<file path="src/hdl/trapezoid_grid_integrator_3d_core_defines.svh">
// ----------------------------------------------------------------------------
// Trapezoid grid integrator assertion macros
// Concurrent check wrappers; they compile away when SYNTH is defined.
// ----------------------------------------------------------------------------
`ifndef TRAPEZOID_GRID_INTEGRATOR_3D_CORE_DEFINES_SVH
`define TRAPEZOID_GRID_INTEGRATOR_3D_CORE_DEFINES_SVH

`ifndef SYNTH
// antecedent and consequent in the same cycle
`define TGI3D_ASSERT_SAME(lbl, clk, rst_n, ante, cons) \
  lbl: assert property (@(posedge clk) disable iff (!rst_n) (ante) |-> (cons)) \
    else $error("tgi3d check failed");
// consequent in the cycle after the antecedent
`define TGI3D_ASSERT_NEXT(lbl, clk, rst_n, ante, cons) \
  lbl: assert property (@(posedge clk) disable iff (!rst_n) (ante) |=> (cons)) \
    else $error("tgi3d check failed");
`else
`define TGI3D_ASSERT_SAME(lbl, clk, rst_n, ante, cons)
`define TGI3D_ASSERT_NEXT(lbl, clk, rst_n, ante, cons)
`endif

`endif

</file>
<file path="src/hdl/tgi3d_pkg.sv">
// ----------------------------------------------------------------------------
// Trapezoid grid integrator package
// Widths and the hand-off structure shared by the accumulator and finisher.
// ----------------------------------------------------------------------------
`timescale 1ns / 1ps
`default_nettype none

package tgi3d_pkg;

  localparam int N_W      = 8;    // divisions register width
  localparam int SMP_W    = 32;   // sample width
  localparam int SPAN_W   = 32;   // span width
  localparam int SUM_W    = 64;   // accumulator width
  localparam int LIMB_W   = 32;
  localparam int LIMBS    = 5;    // 64 + 3 * 31 bits of product fit in five limbs
  localparam int PROD_W   = LIMB_W * LIMBS;
  localparam int N3_W     = 3 * N_W;
  localparam int RND_LSB  = 50;   // scale is 2^51, one extra bit kept for rounding
  localparam int HI_LSB   = RND_LSB + SUM_W;
  localparam int CFG_IDX_W = 2;

  localparam logic [CFG_IDX_W-1:0] REG_DIVISIONS = 2'd0;
  localparam logic [CFG_IDX_W-1:0] REG_SPAN_X    = 2'd1;
  localparam logic [CFG_IDX_W-1:0] REG_SPAN_Y    = 2'd2;
  localparam logic [CFG_IDX_W-1:0] REG_SPAN_Z    = 2'd3;

  localparam logic [SUM_W-1:0] SUM_MAX = {1'b0, {(SUM_W-1){1'b1}}};
  localparam logic [SUM_W-1:0] SUM_MIN = {1'b1, {(SUM_W-1){1'b0}}};

  // last grid point reached: sum and overflow handed to the finisher
  typedef struct packed {
    logic             start;
    logic [SUM_W-1:0] sum;
    logic             ovf;
  } tgi3d_load_t;

endpackage

`default_nettype wire

</file>
<file path="src/hdl/trapezoid_grid_integrator_3d_core.sv">
// ----------------------------------------------------------------------------
// Trapezoid grid integrator, 3-D
// Composite trapezoid rule over an n x n x n grid with saturating Q48.16 out.
//
//   channel  direction  handshake              payload
//   in       sink       in_valid / in_ready    in_sample
//   out      source     out_valid / out_ready  out_integral, out_saturated
//   cfg      sink       cfg_valid / cfg_ready  cfg_index, cfg_data
//
// One sample per cycle while no integral is being finished.
// After the last grid point the finisher forms n^3 on the shared multiplier,
// makes three span passes over five limbs, divides bit-serially by n^3 and
// rounds; in_ready is low meanwhile.
// The finisher holds in its last step while a previous result is not taken.
// Reset is synchronous; configuration writes are taken in every cycle.
// ----------------------------------------------------------------------------
`timescale 1ns / 1ps
`default_nettype none

`include "trapezoid_grid_integrator_3d_core_defines.svh"

module trapezoid_grid_integrator_3d_core #(
  parameter int MAX_DIVISIONS = 255
) (
  input  wire logic                             clk,
  input  wire logic                             rst_n,
  input  wire logic                             in_valid,
  output logic                                  in_ready,
  input  wire logic [tgi3d_pkg::SMP_W-1:0]      in_sample,
  output logic                                  out_valid,
  input  wire logic                             out_ready,
  output logic      [tgi3d_pkg::SUM_W-1:0]      out_integral,
  output logic                                  out_saturated,
  input  wire logic                             cfg_valid,
  output logic                                  cfg_ready,
  input  wire logic [tgi3d_pkg::CFG_IDX_W-1:0]  cfg_index,
  input  wire logic [tgi3d_pkg::SPAN_W-1:0]     cfg_data
);
  import tgi3d_pkg::*;

  localparam logic [N_W-1:0] N_CAP =
    (MAX_DIVISIONS >= (1 << N_W) - 1) ? {N_W{1'b1}} : N_W'(MAX_DIVISIONS);

  logic [N_W-1:0]    divisions_r;
  logic [SPAN_W-1:0] span_x_r, span_y_r, span_z_r;
  logic [N_W-1:0]    grid_n;
  logic              in_accept;
  logic              busy;
  tgi3d_load_t       load;

  assign cfg_ready = 1'b1;

  always_ff @(posedge clk) begin
    if (!rst_n) begin
      divisions_r <= N_W'(1);
      span_x_r    <= SPAN_W'(65536);
      span_y_r    <= SPAN_W'(65536);
      span_z_r    <= SPAN_W'(65536);
    end else if (cfg_valid && cfg_ready) begin
      unique case (cfg_index)
        REG_DIVISIONS: divisions_r <= cfg_data[N_W-1:0];
        REG_SPAN_X:    span_x_r    <= cfg_data;
        REG_SPAN_Y:    span_y_r    <= cfg_data;
        REG_SPAN_Z:    span_z_r    <= cfg_data;
        default: begin
        end
      endcase
    end
  end

  // zero intervals count as one
  assign grid_n = (divisions_r == '0) ? N_W'(1) :
                  ((divisions_r > N_CAP) ? N_CAP : divisions_r);

  assign in_ready  = !busy;
  assign in_accept = in_valid && in_ready;

  tgi3d_acc u_acc (
    .clk    (clk),
    .rst_n  (rst_n),
    .accept (in_accept),
    .sample (in_sample),
    .grid_n (grid_n),
    .load   (load)
  );

  tgi3d_fin u_fin (
    .clk           (clk),
    .rst_n         (rst_n),
    .load          (load),
    .grid_n        (grid_n),
    .span_x        (span_x_r),
    .span_y        (span_y_r),
    .span_z        (span_z_r),
    .out_ready     (out_ready),
    .busy          (busy),
    .out_valid     (out_valid),
    .out_integral  (out_integral),
    .out_saturated (out_saturated)
  );

  `TGI3D_ASSERT_NEXT(a_last_blocks_input, clk, rst_n, load.start, !in_ready)
  `TGI3D_ASSERT_NEXT(a_result_needs_finish, clk, rst_n, !busy && !out_valid, !out_valid)
  `TGI3D_ASSERT_SAME(a_finish_gives_result, clk, rst_n, $fell(busy), out_valid)
  `TGI3D_ASSERT_SAME(a_start_only_on_accept, clk, rst_n, load.start, in_accept)

endmodule

`default_nettype wire

</file>
<file path="src/hdl/tgi3d_mac.sv">
// ----------------------------------------------------------------------------
// Trapezoid grid integrator multiply-add
// Shared 32x32 unsigned multiplier with a 64-bit addend.
// ----------------------------------------------------------------------------
`timescale 1ns / 1ps
`default_nettype none

module tgi3d_mac (
  input  wire logic [tgi3d_pkg::LIMB_W-1:0]   a,
  input  wire logic [tgi3d_pkg::LIMB_W-1:0]   b,
  input  wire logic [2*tgi3d_pkg::LIMB_W-1:0] c,
  output logic      [2*tgi3d_pkg::LIMB_W-1:0] t
);
  import tgi3d_pkg::*;

  logic [2*LIMB_W-1:0] prod;

  assign prod = {{LIMB_W{1'b0}}, a} * {{LIMB_W{1'b0}}, b};
  assign t    = prod + c;

endmodule

`default_nettype wire

</file>
<file path="src/hdl/tgi3d_acc.sv">
// ----------------------------------------------------------------------------
// Trapezoid grid integrator accumulator
// Walks the grid indices and adds border-weighted samples with saturation.
// ----------------------------------------------------------------------------
`timescale 1ns / 1ps
`default_nettype none

module tgi3d_acc (
  input  wire logic                          clk,
  input  wire logic                          rst_n,
  input  wire logic                          accept,
  input  wire logic [tgi3d_pkg::SMP_W-1:0]   sample,
  input  wire logic [tgi3d_pkg::N_W-1:0]     grid_n,
  output tgi3d_pkg::tgi3d_load_t             load
);
  import tgi3d_pkg::*;

  logic [N_W-1:0]   ix_r, iy_r, iz_r;
  logic [N_W-1:0]   ix_nxt, iy_nxt, iz_nxt;
  logic [SUM_W-1:0] sum_r, sum_nxt;
  logic             ovf_r, ovf_nxt;

  logic             ex, ey, ez;
  logic [1:0]       nb;
  logic [SUM_W-1:0] smp_ext, term, raw_sum, acc_sum;
  logic             clip, last_pt;

  assign ex = (ix_r == '0) || (ix_r >= grid_n);
  assign ey = (iy_r == '0) || (iy_r >= grid_n);
  assign ez = (iz_r == '0) || (iz_r >= grid_n);
  assign nb = 2'(ex) + 2'(ey) + 2'(ez);

  assign smp_ext = {{(SUM_W-SMP_W){sample[SMP_W-1]}}, sample};

  // weight 2^(3 - border axes)
  always_comb begin
    case (nb)
      2'd0:    term = smp_ext << 3;
      2'd1:    term = smp_ext << 2;
      2'd2:    term = smp_ext << 1;
      default: term = smp_ext;
    endcase
  end

  assign raw_sum = sum_r + term;
  assign clip    = (sum_r[SUM_W-1] == term[SUM_W-1]) &&
                   (raw_sum[SUM_W-1] != sum_r[SUM_W-1]);
  assign acc_sum = clip ? (sum_r[SUM_W-1] ? SUM_MIN : SUM_MAX) : raw_sum;

  assign last_pt = (ix_r >= grid_n) && (iy_r >= grid_n) && (iz_r >= grid_n);

  always_comb begin
    ix_nxt  = ix_r;
    iy_nxt  = iy_r;
    iz_nxt  = iz_r;
    sum_nxt = sum_r;
    ovf_nxt = ovf_r;
    if (accept) begin
      if (ix_r < grid_n) begin
        ix_nxt = ix_r + 1'b1;
      end else begin
        ix_nxt = '0;
        if (iy_r < grid_n) begin
          iy_nxt = iy_r + 1'b1;
        end else begin
          iy_nxt = '0;
          if (iz_r < grid_n) begin
            iz_nxt = iz_r + 1'b1;
          end else begin
            iz_nxt = '0;
          end
        end
      end
      // clear on the last point, the finisher takes the total
      sum_nxt = last_pt ? '0 : acc_sum;
      ovf_nxt = last_pt ? 1'b0 : (ovf_r | clip);
    end
  end

  assign load.start = accept && last_pt;
  assign load.sum   = acc_sum;
  assign load.ovf   = ovf_r | clip;

  always_ff @(posedge clk) begin
    if (!rst_n) begin
      ix_r  <= '0;
      iy_r  <= '0;
      iz_r  <= '0;
      sum_r <= '0;
      ovf_r <= 1'b0;
    end else begin
      ix_r  <= ix_nxt;
      iy_r  <= iy_nxt;
      iz_r  <= iz_nxt;
      sum_r <= sum_nxt;
      ovf_r <= ovf_nxt;
    end
  end

endmodule

`default_nettype wire

</file>
<file path="src/hdl/tgi3d_fin.sv">
// ----------------------------------------------------------------------------
// Trapezoid grid integrator finisher
// Scales the sum by the spans over the shared multiplier, divides by n^3
// bit-serially, rounds, saturates and holds the result for the output.
// ----------------------------------------------------------------------------
`timescale 1ns / 1ps
`default_nettype none

module tgi3d_fin (
  input  wire logic                           clk,
  input  wire logic                           rst_n,
  input  wire tgi3d_pkg::tgi3d_load_t         load,
  input  wire logic [tgi3d_pkg::N_W-1:0]      grid_n,
  input  wire logic [tgi3d_pkg::SPAN_W-1:0]   span_x,
  input  wire logic [tgi3d_pkg::SPAN_W-1:0]   span_y,
  input  wire logic [tgi3d_pkg::SPAN_W-1:0]   span_z,
  input  wire logic                           out_ready,
  output logic                                busy,
  output logic                                out_valid,
  output logic      [tgi3d_pkg::SUM_W-1:0]    out_integral,
  output logic                                out_saturated
);
  import tgi3d_pkg::*;

  localparam logic [2:0] S_IDLE = 3'd0;
  localparam logic [2:0] S_NSQ  = 3'd1;
  localparam logic [2:0] S_NCU  = 3'd2;
  localparam logic [2:0] S_MUL  = 3'd3;
  localparam logic [2:0] S_DIV  = 3'd4;
  localparam logic [2:0] S_RND  = 3'd5;

  localparam logic [2:0] LAST_LIMB = 3'(LIMBS - 1);
  localparam logic [7:0] LAST_BIT  = 8'(PROD_W - 1);

  logic [2:0]          state_r, state_nxt;
  logic [2:0]          cnt_r, cnt_nxt;
  logic [1:0]          pass_r, pass_nxt;
  logic [7:0]          bit_r, bit_nxt;
  logic [PROD_W-1:0]   v_r, v_nxt;
  logic [LIMB_W-1:0]   carry_r, carry_nxt;
  logic [N3_W-1:0]     n3_r, n3_nxt;
  logic [N3_W-1:0]     rem_r, rem_nxt;
  logic                neg_r, neg_nxt;
  logic                clip_r, clip_nxt;
  logic                out_valid_r, out_valid_nxt;
  logic [SUM_W-1:0]    out_integral_r, out_integral_nxt;
  logic                out_saturated_r, out_saturated_nxt;

  logic [LIMB_W-1:0]   mac_a, mac_b;
  logic [2*LIMB_W-1:0] mac_c, mac_t;
  logic [SPAN_W-1:0]   span_sel, span_mag;
  logic [SUM_W-1:0]    sum_mag;
  logic [N3_W:0]       rem_sh;
  logic                q_bit;
  logic                hi_nz;
  logic [SUM_W-1:0]    w, mag;
  logic                out_free;

  tgi3d_mac u_mac (
    .a (mac_a),
    .b (mac_b),
    .c (mac_c),
    .t (mac_t)
  );

  always_comb begin
    case (pass_r)
      2'd0:    span_sel = span_x;
      2'd1:    span_sel = span_y;
      default: span_sel = span_z;
    endcase
  end
  assign span_mag = span_sel[SPAN_W-1] ? ('0 - span_sel) : span_sel;
  assign sum_mag  = load.sum[SUM_W-1] ? ('0 - load.sum) : load.sum;

  // restoring division step
  assign rem_sh = {rem_r, v_r[PROD_W-1]};
  assign q_bit  = rem_sh >= {1'b0, n3_r};

  // drop 50 bits, then round the last one away from zero
  assign hi_nz = |v_r[PROD_W-1:HI_LSB];
  assign w     = v_r[HI_LSB-1:RND_LSB];
  assign mag   = {1'b0, w[SUM_W-1:1]} + {{(SUM_W-1){1'b0}}, w[0]};

  assign out_free = !out_valid_r || out_ready;

  always_comb begin
    mac_a = '0;
    mac_b = '0;
    mac_c = '0;
    unique case (state_r)
      S_NSQ: begin
        mac_a = {{(LIMB_W-N_W){1'b0}}, grid_n};
        mac_b = {{(LIMB_W-N_W){1'b0}}, grid_n};
      end
      S_NCU: begin
        mac_a = {{(LIMB_W-N3_W){1'b0}}, n3_r};
        mac_b = {{(LIMB_W-N_W){1'b0}}, grid_n};
      end
      S_MUL: begin
        mac_a = v_r[LIMB_W-1:0];
        mac_b = span_mag;
        mac_c = {{LIMB_W{1'b0}}, carry_r};
      end
      default: begin
      end
    endcase
  end

  always_comb begin
    state_nxt         = state_r;
    cnt_nxt           = cnt_r;
    pass_nxt          = pass_r;
    bit_nxt           = bit_r;
    v_nxt             = v_r;
    carry_nxt         = carry_r;
    n3_nxt            = n3_r;
    rem_nxt           = rem_r;
    neg_nxt           = neg_r;
    clip_nxt          = clip_r;
    out_integral_nxt  = out_integral_r;
    out_saturated_nxt = out_saturated_r;
    out_valid_nxt     = out_valid_r && !out_ready;

    unique case (state_r)
      S_IDLE: begin
        if (load.start) begin
          v_nxt     = {{(PROD_W-SUM_W){1'b0}}, sum_mag};
          neg_nxt   = load.sum[SUM_W-1] ^ span_x[SPAN_W-1] ^
                      span_y[SPAN_W-1] ^ span_z[SPAN_W-1];
          clip_nxt  = load.ovf;
          state_nxt = S_NSQ;
        end
      end
      S_NSQ: begin
        n3_nxt    = mac_t[N3_W-1:0];
        state_nxt = S_NCU;
      end
      S_NCU: begin
        n3_nxt    = mac_t[N3_W-1:0];
        cnt_nxt   = '0;
        pass_nxt  = '0;
        carry_nxt = '0;
        state_nxt = S_MUL;
      end
      S_MUL: begin
        // rotate limbs through the multiplier, low limb first
        v_nxt     = {mac_t[LIMB_W-1:0], v_r[PROD_W-1:LIMB_W]};
        carry_nxt = mac_t[2*LIMB_W-1:LIMB_W];
        cnt_nxt   = cnt_r + 1'b1;
        if (cnt_r == LAST_LIMB) begin
          cnt_nxt   = '0;
          carry_nxt = '0;
          pass_nxt  = pass_r + 1'b1;
          if (pass_r == 2'd2) begin
            bit_nxt   = '0;
            rem_nxt   = '0;
            state_nxt = S_DIV;
          end
        end
      end
      S_DIV: begin
        rem_nxt = q_bit ? N3_W'(rem_sh - {1'b0, n3_r}) : rem_sh[N3_W-1:0];
        v_nxt   = {v_r[PROD_W-2:0], q_bit};
        bit_nxt = bit_r + 1'b1;
        if (bit_r == LAST_BIT) begin
          state_nxt = S_RND;
        end
      end
      S_RND: begin
        // hold until the output register is free
        if (out_free) begin
          out_valid_nxt = 1'b1;
          if (hi_nz) begin
            out_integral_nxt  = neg_r ? SUM_MIN : SUM_MAX;
            out_saturated_nxt = 1'b1;
          end else if (neg_r) begin
            out_integral_nxt  = '0 - mag;
            out_saturated_nxt = clip_r;
          end else if (mag[SUM_W-1]) begin
            out_integral_nxt  = SUM_MAX;
            out_saturated_nxt = 1'b1;
          end else begin
            out_integral_nxt  = mag;
            out_saturated_nxt = clip_r;
          end
          state_nxt = S_IDLE;
        end
      end
      default: begin
        state_nxt = S_IDLE;
      end
    endcase
  end

  always_ff @(posedge clk) begin
    if (!rst_n) begin
      state_r     <= S_IDLE;
      out_valid_r <= 1'b0;
    end else begin
      state_r     <= state_nxt;
      out_valid_r <= out_valid_nxt;
    end
    cnt_r           <= cnt_nxt;
    pass_r          <= pass_nxt;
    bit_r           <= bit_nxt;
    v_r             <= v_nxt;
    carry_r         <= carry_nxt;
    n3_r            <= n3_nxt;
    rem_r           <= rem_nxt;
    neg_r           <= neg_nxt;
    clip_r          <= clip_nxt;
    out_integral_r  <= out_integral_nxt;
    out_saturated_r <= out_saturated_nxt;
  end

  assign busy          = state_r != S_IDLE;
  assign out_valid     = out_valid_r;
  assign out_integral  = out_integral_r;
  assign out_saturated = out_saturated_r;

endmodule

`default_nettype wire

</file>
<file path="config.mk">
export PLATFORM = sky130hd
export DESIGN_NAME = trapezoid_grid_integrator_3d_core
export DESIGN_NICKNAME = d
export VERILOG_FILES = /design/src/hdl/tgi3d_pkg.sv /design/src/hdl/trapezoid_grid_integrator_3d_core.sv /design/src/hdl/tgi3d_mac.sv /design/src/hdl/tgi3d_acc.sv /design/src/hdl/tgi3d_fin.sv
export VERILOG_INCLUDE_DIRS = /design/src /design/src/hdl
export SDC_FILE = /design/constraint.sdc
export NUM_CORES = 2
export LEC_CHECK = 0
export ABC_AREA = 1
export BUFFER_PORTS_ARGS = -buffer_cell sky130_fd_sc_hd__clkbuf_2
export CAP_MARGIN = 20
export CORE_UTILIZATION = 50
export CTS_BUF_LIST = sky130_fd_sc_hd__clkbuf_4 sky130_fd_sc_hd__clkbuf_8
export CTS_CLUSTER_DIAMETER = 80
export DETAILED_ROUTE_END_ITERATION = 12
export PLACE_DENSITY = 0.66
export REMOVE_ABC_BUFFERS = 1
export SYNTH_ARGS = -nofsm -noshare
export SYNTH_HDL_FRONTEND = slang
export SYNTH_HIERARCHICAL = 1
export SYNTH_SLANG_ARGS = --single-unit
</file>
<file path="constraint.sdc">
create_clock -name clk -period 18 [get_ports clk]
set_input_delay 3.6 -clock clk [delete_from_list [all_inputs] [get_ports clk]]
set_output_delay 3.6 -clock clk [all_outputs]
set_load 0.1 [all_outputs]
</file>
==> run_results.csv <==
group,metric,value,unit
drt,drt_wl_total,261900,µm
yosys,synth_edf_count,320,
yosys,yosysTopAreaCell,"fa_1",
clock_network,clock_latency,0.85,ns
floorplanning,die_area,155800,µm²
clock_network,cts-buffers-inserted,98,
status,status,"finished, final reports clean",
yosys,postSynthAreaPerCell,6.931,µm²
drt,viasPerCell,5.304,
floorplanning,io_pins,139,
setup_path,r2r_slack,7.82,ns
drt,num_vias,70118,
floorplanning,chipWidth,394.8,µm
clock_network,postCtsSetupBuffers,0,
timing,finalMaxSlewViolations,0,
hold_path,min_to,"divisions_r[0]$_SDFFE_PN1P_",
setup_path,cp.required,18.64,ns
timing,holdWs,0.4614,ns
drt,drtIter0Drc,6091,
floorplanning,die_h,394.8,µm
drt,ant_nets,0,
clock_network,cts_tree,"built",
timing,rsz0062_at_grt,"no",
hold_path,hp-class,"reg -> reg",
setup_path,critPathCaptureType,"flop",
drt,drc,0,
finish,layout-drive-gt1-share,0.07374,
timing,period_minus_slack,10.18,ns
yosys,synth_common_cells,"3469 x nand2_1, 2731 x inv_1, 962 x fa_1",
setup_path,startpoint_type,"flop",
timing,slew_headroom,0.2575,
yosys,synthCells,11130,
setup_path,rr_startpoint,"u_fin/pass_r[0]$_SDFFCE_PN0P_",
timing,fmax,98.22,MHz
yosys,synth_ff_type,"edfxtp_1",
yosys,synthDistinctLibCells,70,
yosys,syn-cell-area,77140,µm²
floorplanning,rows,143,
hold_path,worstHoldPathCells,2,
drt,wl_per_cell,19.81,µm
timing,fin_skew,0.09594,ns
place,place_hpwl,206600,µm
clock_network,postCtsHoldBufs,0,
global_route,first_global_vias,70465,
timing,final-setup-viol-count,0,
setup_path,critPathMaxStageDelay,0.63,ns
timing,hold_violations,0,
clock_network,clockBufferDepth,3,
clock_network,ctsHtreeMaxLevel,3,
yosys,synth.top_cells.by_area,"fa_1 25%, nand2_1 17%, inv_1 13%, edfxtp_1 12%, ha_1 6.0%",
pwr,irDropWorstVdd,0.00007277,V
floorplanning,start_util,0.5054,
global_route,antenna_found_initial,3,
yosys,synthArstFlopShare,0,
timing,finalCritPeriodShare,0.5656,
global_route,grt_overflow,0,
run,maxCapViolations,0,
finish,fin_nets,12508,
place,place_congestion,0.9838,
yosys,synth.most_common_cell,"nand2_1",
setup_path,cp_max_fo,33,
setup_path,cp_common_cell,"inv_1",
yosys,synth_top_area_share,0.2497,
pwr,pwr_density_cell,99.18,nW/µm²
timing,tightest_slew,1.114,ns
setup_path,slowest_stage,"clkinv_1",
setup_path,regToRegEndpoint,"u_fin/v_r[156]$_DFFE_PP_",
pwr,p_leak,45.46,nW
global_route,grt_pass1_wl,407300,µm
place,port_buffers,137,
setup_path,worstSetupPathType,"reg -> reg",
yosys,ys_warn_count,6,
clock_network,clk_pin_slew,0.06,ns
hold_path,holdCritStartpoint,"divisions_r[0]$_SDFFE_PN1P_",
setup_path,cp-startpoint,"u_fin/pass_r[0]$_SDFFCE_PN0P_",
drt,firstDrtPassIters,8,
clock_network,cts_resized,0,
setup_path,arrival,10.82,ns
yosys,yosysSeqAreaShare,0.1757,
finish,area_growth,6.469,%
setup_path,reg2reg_depth,37,
clock_network,cts-root-buf,"clkbuf_8",
yosys,ys_ff_latch,517,
clock_network,cts_sinks,517,
floorplanning,core_area,152600,µm²
timing,timing.setup.tns,0,ns
global_route,grt_use_total,0.3373,
global_route,grt_max_degree,99,
==> metal layers <==
metal  global-route usage  part of all wire  vias up
li1                     -                 -    32941
met1               0.4303              0.41    33748
met2               0.5678              0.47     2818
met3              0.05165             0.073      609
met4               0.1425             0.048        2
met5                    0          0.000042        -
==> logic make-up (layout without fill, tap and decap cells) <==
kind of cell / count (synthesis) / after routing / synth area share
AOI/OAI and AO/OA: 826 / 826 / 0.06443
and+or+nand+nor: 5167 / 5167 / 0.2794
other: 2 / 34 / 0.00009736
muxes: 1 / 1 / 0.0001298
DFF: 517 / 517 / 0.1757
buffers and inverters: 3162 / 3189 / 0.1565
xor gates and xnor gates: 122 / 122 / 0.01395
adders and majority gates: 1333 / 1333 / 0.3098
==> state kept, by name (all words and copies together) (netlist names), 2 cells and up <==
name and count:
u_fin/pass_r 2, u_acc/sum_r 64, span_y_r 32, u_fin/carry_r 32
u_acc/iy_r 8, u_fin/v_r 160, divisions_r 8, u_fin/rem_r 24
u_fin/state_r 3, u_fin/cnt_r 3, u_fin/n3_r 24, u_fin/bit_r 8
span_x_r 32, u_acc/iz_r 8, u_acc/ix_r 8, span_z_r 32
u_fin/out_integral 64
==> critical path: cells and delay by family, from the launching register on <==
family	cells	cell delay [ns]
fa+ha+maj	10	4.65
xor+xnor	1	0.38
buf+inv	12	1.92
compound gates	5	0.63
simple gates	9	1.96
flops	1	0.42
==> cells in the final DEF (no fill, tap or decap), types with 197 or more instances in the layout <==
cell / netlist / routed
o21ai_0: 214 / 202
a21oi_1: 283 / 273
nand2_1: 3469 / 3465
nand3_1: 332 / 332
inv_1: 2731 / 2730
dfxtp_1: 197 / 197
ha_1: 371 / 371
edfxtp_1: 320 / 320
fa_1: 962 / 962
nor2_1: 858 / 839
==> metrics by stage <==
stage               area (µm²)  setup slack [ns]  power (mW)  std cells    util
floorplan                75580             1.333       5.111      10769       -
global placement         79930             7.956       6.680      13034  0.5237
detailed placement       79930             7.880       6.725      13034  0.5237
CTS                      82120             7.856       8.074      13218  0.5381
global route             82130             7.181       8.664      13219  0.5381
finish                   82130             7.819       8.145      13219  0.5381
==> report_power, final <==
part	total, mW	leakage [nW]	switching, mW	internal, mW
registers	1.90	4.59	0.201	1.70
logic	4.92	39.7	3.62	1.31
clock network	1.32	1.15	0.590	0.728
==> worst max path at each step <==
stage	to	slack, ns	cells past startpoint
after floorplan	u_fin/v_r[0]$_DFFE_PP_	1.33	6
after global placement	u_fin/v_r[151]$_DFFE_PP_	7.96	37
after detailed placement	u_fin/v_r[156]$_DFFE_PP_	7.88	43
after CTS	u_fin/v_r[156]$_DFFE_PP_	7.86	37
after global routing	u_fin/v_r[156]$_DFFE_PP_	7.18	43
final	u_fin/v_r[156]$_DFFE_PP_	7.82	37
==> final cells by class <==
type | count | area (µm²)
diodes | 1 | 2.502
fillers | 15231 | 70490
inverters | 2770 | 10400
repair buffers | 235 | 1424
multi-input cells | 7482 | 52010
clock buffers | 130 | 1664
clock inverters | 54 | 526.8
flip-flops and latches | 517 | 13550
well taps | 2030 | 2540
Power figures use the tool's default switching activity.
